**config.mk**
```make
export PLATFORM = sky130hd
export DESIGN_NAME = wildcard_word_signature_matcher
export DESIGN_NICKNAME = d
export VERILOG_FILES = /design/src/rtl/wwsm_pkg.sv /design/src/rtl/wildcard_word_signature_matcher.sv /design/src/rtl/wwsm_cmp.sv /design/src/rtl/wwsm_pick.sv
export SDC_FILE = /design/constraint.sdc
export NUM_CORES = 1
export LEC_CHECK = 0
export ABC_AREA = 1
export BUFFER_PORTS_ARGS = -buffer_cell sky130_fd_sc_hd__clkbuf_2
export CELL_PAD_IN_SITES_DETAIL_PLACEMENT = 1
export CELL_PAD_IN_SITES_GLOBAL_PLACEMENT = 2
export CORE_ASPECT_RATIO = 1.2
export CORE_MARGIN = 3
export CORE_UTILIZATION = 37
export CTS_BUF_LIST = sky130_fd_sc_hd__clkbuf_4
export DETAILED_ROUTE_END_ITERATION = 6
export HOLD_SLACK_MARGIN = 0.1
export PLACE_DENSITY = 0.86
export SYNTH_ARGS = -nofsm -noshare
export SYNTH_HDL_FRONTEND = slang
export SYNTH_SLANG_ARGS = --single-unit
```
**constraint.sdc**
```tcl
create_clock -name i_clk -period 3.7 [get_ports i_clk]
set_clock_uncertainty 0.2 [all_clocks]
set_input_delay 0.37 -clock i_clk [delete_from_list [all_inputs] [get_ports i_clk]]
set_output_delay 0.37 -clock i_clk [all_outputs]
set_load 0.05 [all_outputs]
```
**src/rtl/wwsm_pkg.sv**
```systemverilog
// wwsm_pkg: shared sizes, the signature table and the types that pass between modules
// of the wildcard word signature matcher; depends on nothing
`timescale 1ns / 1ps

package wwsm_pkg;

    // table sizes
    localparam int NUM_SIG = 6;
    localparam int MAX_PW  = 8;

    // field widths
    localparam int WORD_W = 32;
    localparam int IDX_W  = 3;

    // word counter saturates at MAX_PW, table row index covers MAX_PW rows
    localparam int POS_W  = $clog2(MAX_PW + 1);
    localparam int PIDX_W = (MAX_PW > 1) ? $clog2(MAX_PW) : 1;

    typedef logic [WORD_W-1:0]  t_word;
    typedef logic [POS_W-1:0]   t_pos;
    typedef logic [NUM_SIG-1:0] t_mask;

    // per-sequence tracking state
    typedef struct packed {
        t_mask still;
        t_pos  pos;
    } t_track;

    // one result beat
    typedef struct packed {
        logic             found;
        logic [IDX_W-1:0] idx;
    } t_result;

    localparam t_mask ALL_SIGS = {NUM_SIG{1'b1}};

    // nibble care masks
    localparam t_word EXACT  = 32'hFFFF_FFFF;
    localparam t_word WILD16 = 32'hFFFF_0000;
    localparam t_word WILD24 = 32'hFF00_0000;
    localparam t_word UNUSED = 32'h0000_0000;

    // signature lengths in words
    localparam t_pos SIG_LEN [NUM_SIG] = '{
        POS_W'(7), POS_W'(8), POS_W'(7), POS_W'(7), POS_W'(7), POS_W'(8)
    };

    // pattern values
    localparam t_word SIG_VALUE [NUM_SIG][MAX_PW] = '{
        '{32'h9421FF80, 32'h7C0802A6, 32'h90010000, 32'h40860024,
          32'hD8210028, 32'hD8410030, 32'hD8610038, 32'h00000000},
        '{32'h9421FFE0, 32'h7C0802A6, 32'h90010000, 32'h34010008,
          32'h93E10000, 32'h93C10000, 32'h3BC00000, 32'h93A10000},
        '{32'h9421FFC0, 32'h7C0802A6, 32'h90010000, 32'h39610000,
          32'h48000000, 32'h34010008, 32'h7C771B78, 32'h00000000},
        '{32'h9421FFD0, 32'h7C0802A6, 32'h90010000, 32'h39610000,
          32'h48000000, 32'h34010008, 32'h7C791B78, 32'h00000000},
        '{32'h9421FF90, 32'h7C0802A6, 32'h90010000, 32'h93E10000,
          32'h7CBF2B78, 32'h93C10000, 32'h7C9E2378, 32'h00000000},
        '{32'h9421FF90, 32'h7C0802A6, 32'h90010000, 32'h39610000,
          32'h48000000, 32'h7C7B1B78, 32'h7C9C2378, 32'h7CBD2B78}
    };

    // pattern care masks, a cleared nibble is a wildcard
    localparam t_word SIG_CARE [NUM_SIG][MAX_PW] = '{
        '{EXACT, EXACT, WILD16, EXACT,  EXACT,  EXACT,  EXACT,  UNUSED},
        '{EXACT, EXACT, WILD16, EXACT,  WILD16, WILD16, WILD16, WILD16},
        '{EXACT, EXACT, WILD16, WILD16, WILD24, EXACT,  EXACT,  UNUSED},
        '{EXACT, EXACT, WILD16, WILD16, WILD24, EXACT,  EXACT,  UNUSED},
        '{EXACT, EXACT, WILD16, WILD16, EXACT,  WILD16, EXACT,  UNUSED},
        '{EXACT, EXACT, WILD16, WILD16, WILD24, EXACT,  EXACT,  EXACT}
    };

endpackage

```
**src/rtl/wildcard_word_signature_matcher.sv**
```systemverilog
// A taken word is held in the input register and compared from there; a last word's result
// beat is loaded into the result register when that word is consumed, which sets o_valid.
// Throughput: one word per cycle, set by the single compare stage between the
// input register and the result register; a waiting result holds a last word in
// the input register, and the words behind it wait until the result is taken.
// Reset (synchronous, active low): empties both registers, all signatures back in
// play, word count zero. No clearing pass.
`timescale 1ns / 1ps

module wildcard_word_signature_matcher (
    input  logic                      i_clk,
    input  logic                      i_rst_n,
    input  logic                      i_valid,
    output logic                      o_ready,
    input  logic [31:0]               i_instr_word,
    input  logic                      i_last_word,
    output logic                      o_valid,
    input  logic                      i_ready,
    output logic                      o_found,
    output logic [2:0]                o_signature_index
);

    // input register
    logic              r_in_valid;
    wwsm_pkg::t_word   r_in_word;
    logic              r_in_last;

    // sequence state
    wwsm_pkg::t_track  r_track;
    wwsm_pkg::t_track  n_track;

    // result register
    logic              r_out_valid;
    wwsm_pkg::t_result r_result;
    wwsm_pkg::t_result n_result;

    logic s_take;
    logic s_consume;

    // a last word needs a free result slot, any other word goes straight through
    assign s_consume = r_in_valid && (!r_in_last || !r_out_valid || i_ready);
    assign o_ready   = !r_in_valid || s_consume;
    assign s_take    = i_valid && o_ready;

    wwsm_cmp u_cmp (
        .i_word  (r_in_word),
        .i_track (r_track),
        .o_track (n_track)
    );

    wwsm_pick u_pick (
        .i_track  (n_track),
        .o_result (n_result)
    );

    // control and sequence state
    always_ff @(posedge i_clk) begin
        if (!i_rst_n) begin
            r_in_valid    <= 1'b0;
            r_out_valid   <= 1'b0;
            r_track.still <= wwsm_pkg::ALL_SIGS;
            r_track.pos   <= '0;
        end else begin
            if (s_take) begin
                r_in_valid <= 1'b1;
            end else if (s_consume) begin
                r_in_valid <= 1'b0;
            end
            if (s_consume && r_in_last) begin
                r_out_valid   <= 1'b1;
                r_track.still <= wwsm_pkg::ALL_SIGS;
                r_track.pos   <= '0;
            end else begin
                if (i_ready) begin
                    r_out_valid <= 1'b0;
                end
                if (s_consume) begin
                    r_track <= n_track;
                end
            end
        end
    end

    // payload registers
    always_ff @(posedge i_clk) begin
        if (s_take) begin
            r_in_word <= i_instr_word;
            r_in_last <= i_last_word;
        end
        if (s_consume && r_in_last) begin
            r_result <= n_result;
        end
    end

    assign o_valid           = r_out_valid;
    assign o_found           = r_result.found;
    assign o_signature_index = r_result.idx;

endmodule

```
**src/rtl/wwsm_cmp.sv**
```systemverilog
// wwsm_cmp: compares one word against every signature row whose length reaches the current
// position and advances the word counter; depends on wwsm_pkg
`timescale 1ns / 1ps

module wwsm_cmp (
    input  wwsm_pkg::t_word  i_word,
    input  wwsm_pkg::t_track i_track,
    output wwsm_pkg::t_track o_track
);

    logic                        s_in_range;
    logic [wwsm_pkg::PIDX_W-1:0] s_row;

    assign s_in_range = (i_track.pos < wwsm_pkg::POS_W'(wwsm_pkg::MAX_PW));
    assign s_row      = i_track.pos[wwsm_pkg::PIDX_W-1:0];

    // drop every signature whose cared nibbles disagree with this word, where the word lies within its length
    always_comb begin
        for (int s = 0; s < wwsm_pkg::NUM_SIG; s++) begin
            o_track.still[s] = i_track.still[s];
            if (s_in_range && (i_track.pos < wwsm_pkg::SIG_LEN[s])) begin
                if (((i_word ^ wwsm_pkg::SIG_VALUE[s][s_row])
                     & wwsm_pkg::SIG_CARE[s][s_row]) != '0) begin
                    o_track.still[s] = 1'b0;
                end
            end
        end
    end

    // saturating word count, enough for the length test
    assign o_track.pos = s_in_range ? i_track.pos + wwsm_pkg::POS_W'(1) : i_track.pos;

endmodule

```
**src/rtl/wwsm_pick.sv**
```systemverilog
// wwsm_pick: length test and lowest-index priority pick that form the result beat;
// depends on wwsm_pkg
`timescale 1ns / 1ps

module wwsm_pick (
    input  wwsm_pkg::t_track  i_track,
    output wwsm_pkg::t_result o_result
);

    wwsm_pkg::t_mask s_hit;

    // a signature hits if it agreed with every word within its length and the sequence is long enough
    always_comb begin
        for (int s = 0; s < wwsm_pkg::NUM_SIG; s++) begin
            s_hit[s] = i_track.still[s] && (wwsm_pkg::SIG_LEN[s] <= i_track.pos);
        end
    end

    // lowest-numbered hit wins, scan from the top so lower indexes override
    always_comb begin
        o_result.found = 1'b0;
        o_result.idx   = '0;
        for (int s = wwsm_pkg::NUM_SIG - 1; s >= 0; s--) begin
            if (s_hit[s]) begin
                o_result.found = 1'b1;
                o_result.idx   = wwsm_pkg::IDX_W'(s);
            end
        end
    end

endmodule

```
==> results.toml <==
[synth]
synthCells = 625
synth_compound_area_frac = 0.0733
ys.flop_type = "edfxtp_1"
synth_warnings = 0
synthAdderAreaFrac = 0.0424
ys_seq_area_frac = 0.327
synth_seq_cells = 49
synth.area.mux_share = 0
synth_edf_count = 37
async_flop_share = 0
synth-xor-area-share = 0.0530
syn_area_per_cell_um2 = 6.61
synth_top_family_by_area = "simple AND/OR/NAND/NOR gates"
synthSimpleGateAreaFrac = 0.418
yosysUniqueCellTypes = 37
syn_nets = 676
synth_area_um2 = 4130

[final_layout]
areaGrowthSynthToFinish_pct = 18.2
drive_gt1_frac = 0.111
stdcell_area_um2 = 4880
fin_cells = 833
nets = 754
num_antenna_cells = 0
utilization = 0.455

[timing]
slew_headroom = 0.505
finalSetupViolations = 0
worst_pin_slew_ns = 0.742
period_minus_slack_ns = 3.35
worst_hold_slack_ns = 0.114
rsz0062_at_grt = "false"
fin_crit_sh = 0.904
final_hold_viol_count = 0
fin_setup_tns_ns = 0
setup_slack_ns = 0.354
slew_violations = 0
fmax_ghz = 0.299

[worst_setup_path]
cp_cell_sequence = "inv_1 -> ha_1 -> inv_2 -> nand2_1 -> nand2_1 -> nand3_1 -> nand2_1 -> nor2_1 -> nand2_1 -> nor2_1 -> nand2_1 -> nand2_1 -> nand2_1 -> nand2_1 -> inv_1 -> nor3_2"
cpMostUsedCell = "nand2_1"
cp_num_buf_inv = 3
crit_family = "simple AND/OR/NAND/NOR gates"
end_kind = "flop"
critPathLaunchType = "flop"
crit_path_max_fanout = 10
arrival_ns = 3.42
crit_required_ns = 3.77
critPathSlowestCell = "ha_1"
max_stage_delay_ns = 0.59
path_class = "reg2reg"

[global_routing]
grt_max_degree = 18
grt_pass1_vias = 4535
gr-total-overflow = 0
antenna_found_initial = 0
grt_pass1_wl_um = 24400
track_usage = 0.262

[drt]
avgViaCountPerCell = 5.23
firstDrtPassIters = 4
drt_iter0_markers = 303
ant_nets = 0
wl_um = 15500
vias = 4358
drc = 0
detail_route.wl_per_cell_um = 18.7

[pwr]
powerDensity_nw_per_um2 = 269
p_leak_nw = 2.47
total_power_mw = 1.31
peakVddDrop_uv = 137

[clock_tree]
clockBufferDepth = 2
cts-htree-levels = 2
clock_sinks = 49
clk_pin_slew_ns = 0.17
cts_root_buf = "clkbuf_4"
cts_setup_buffers = 0
cts_tree = "done"
clock_latency_ns = 0.40
cts-buffers-inserted = 5

[place]
pre_cts_slack_ns = 0.236
dp.cells = 790
hpwl_um = 12100
gp_congestion = 0.921
dpl_cell_area_um2 = 4450
port-buffer-count = 42

[floorplanning]
start_util = 0.385
die_h_um = 122
ioPinCount = 43
num_rows = 41
dieArea_um2 = 12500
fp.coreArea_um2 = 10700
die_w_um = 102

[outcome]
outcome = "completed"

[worst_hold_path]
hp-class = "in2reg"

[job]
drv_cap = 0
-- cells by family after synthesis --
kind of cell / Yosys count
simple gates: 400
buf+inv: 81
compound gates: 56
flops: 49
xor+xnor: 25
fa+ha+maj: 14
-- power by group --
part / internal, mW / switching [mW] / total (mW) / leakage [nW]
Clock: 0.147 / 0.199 / 0.346 / 0.0462
Combinational: 0.119 / 0.188 / 0.307 / 1.96
Sequential: 0.623 / 0.0342 / 0.657 / 0.460
-- layer usage --
layer  GRT usage  part of all wire  wire (um)  up-vias
li1            -                 -          -     2170
met1       0.338              0.44       6860     2067
met2       0.447              0.49       7690       97
met3      0.0286             0.037        579       24
met4      0.0911             0.027        414        0
met5           0                 0          0        -
-- timing repair --
action	in CTS	in global routing
hold buffers	35	0
resized for setup	0	1
setup endpoints to repair	0	1
endpoints found under the hold margin	35	0
-- synthesized netlist by cell type, drive strengths merged, types with 2 or more instances --
library cell | count | area, um2
and2 | 2 | 12.5
a21oi | 15 | 78.8
edfxtp | 37 | 1110
nand3b | 2 | 15.0
nand4 | 3 | 18.8
nor3 | 6 | 35.0
xor2 | 23 | 201
o21ai | 32 | 160
nand2 | 239 | 971
inv | 70 | 265
a31oi | 3 | 18.8
dfxtp | 12 | 240
ha | 14 | 175
xnor2 | 2 | 17.5
nor2 | 62 | 238
clkbuf | 2 | 7.51
buf | 8 | 78.8
nand3 | 84 | 420
o211ai | 3 | 22.5
-- cell type report --
| cell class | count | area [um2] |
|---|---|---|
| multi-input combinational | 495 | 2420 |
| fill | 1431 | 5840 |
| clock buffer | 5 | 37.5 |
| tap | 129 | 161 |
| clock inverter | 3 | 47.5 |
| sequential | 49 | 1350 |
| timing repair buffer | 81 | 591 |
| inverter | 71 | 269 |
-- registers in the layout, indices dropped and copies added, names as in the netlist --
name / count
o_valid: 1
o_signature_index: 3
r_track: 10
o_found: 1
r_in_word: 32
r_in_valid: 1
r_in_last: 1
-- cells in the final DEF (no fill, tap or decap), types with 2 or more instances in the layout --
| cell | count |
|---|---|
| o21ai_0 | 26 |
| xnor2_1 | 2 |
| buf_4 | 4 |
| nand2_2 | 11 |
| dlygate4sd3_1 | 35 |
| nand3_1 | 84 |
| nor2_2 | 2 |
| a21oi_1 | 14 |
| nor2_1 | 60 |
| clkbuf_4 | 5 |
| inv_1 | 67 |
| nand2_1 | 223 |
| inv_6 | 2 |
| ha_1 | 14 |
| nand2_4 | 4 |
| o21ai_1 | 6 |
| o211ai_1 | 3 |
| nand4_1 | 3 |
| xor2_1 | 23 |
| and2_1 | 2 |
| inv_2 | 2 |
| dfxtp_1 | 11 |
| nor3_1 | 5 |
| a31oi_1 | 3 |
| edfxtp_1 | 37 |
| nand3b_1 | 2 |
| clkbuf_2 | 42 |
-- final timing paths --
check / depth (start not counted) / to / startpoint / slack, ns
worst max-delay path: 16 / o_signature_index[2]$_SDFFCE_PP0P_ / r_track[0]$_SDFFE_PP0P_ / 0.35
worst min-delay path: 4 / o_valid$_SDFFE_PN0P_ / i_ready / 0.11
worst max register to register: 16 / o_signature_index[2]$_SDFFCE_PP0P_ / r_track[0]$_SDFFE_PP0P_ / 0.35
worst min register to register: 2 / r_track[9]$_SDFFE_PP1P_ / r_track[9]$_SDFFE_PP1P_ / 0.26
-- tightest hold or removal path: stages --
cell and delay [ns]:
clkbuf_2 0.08, nor2_1 0.06, o21ai_0 0.15, inv_1 0.04
(Power assumes the default switching activity.)
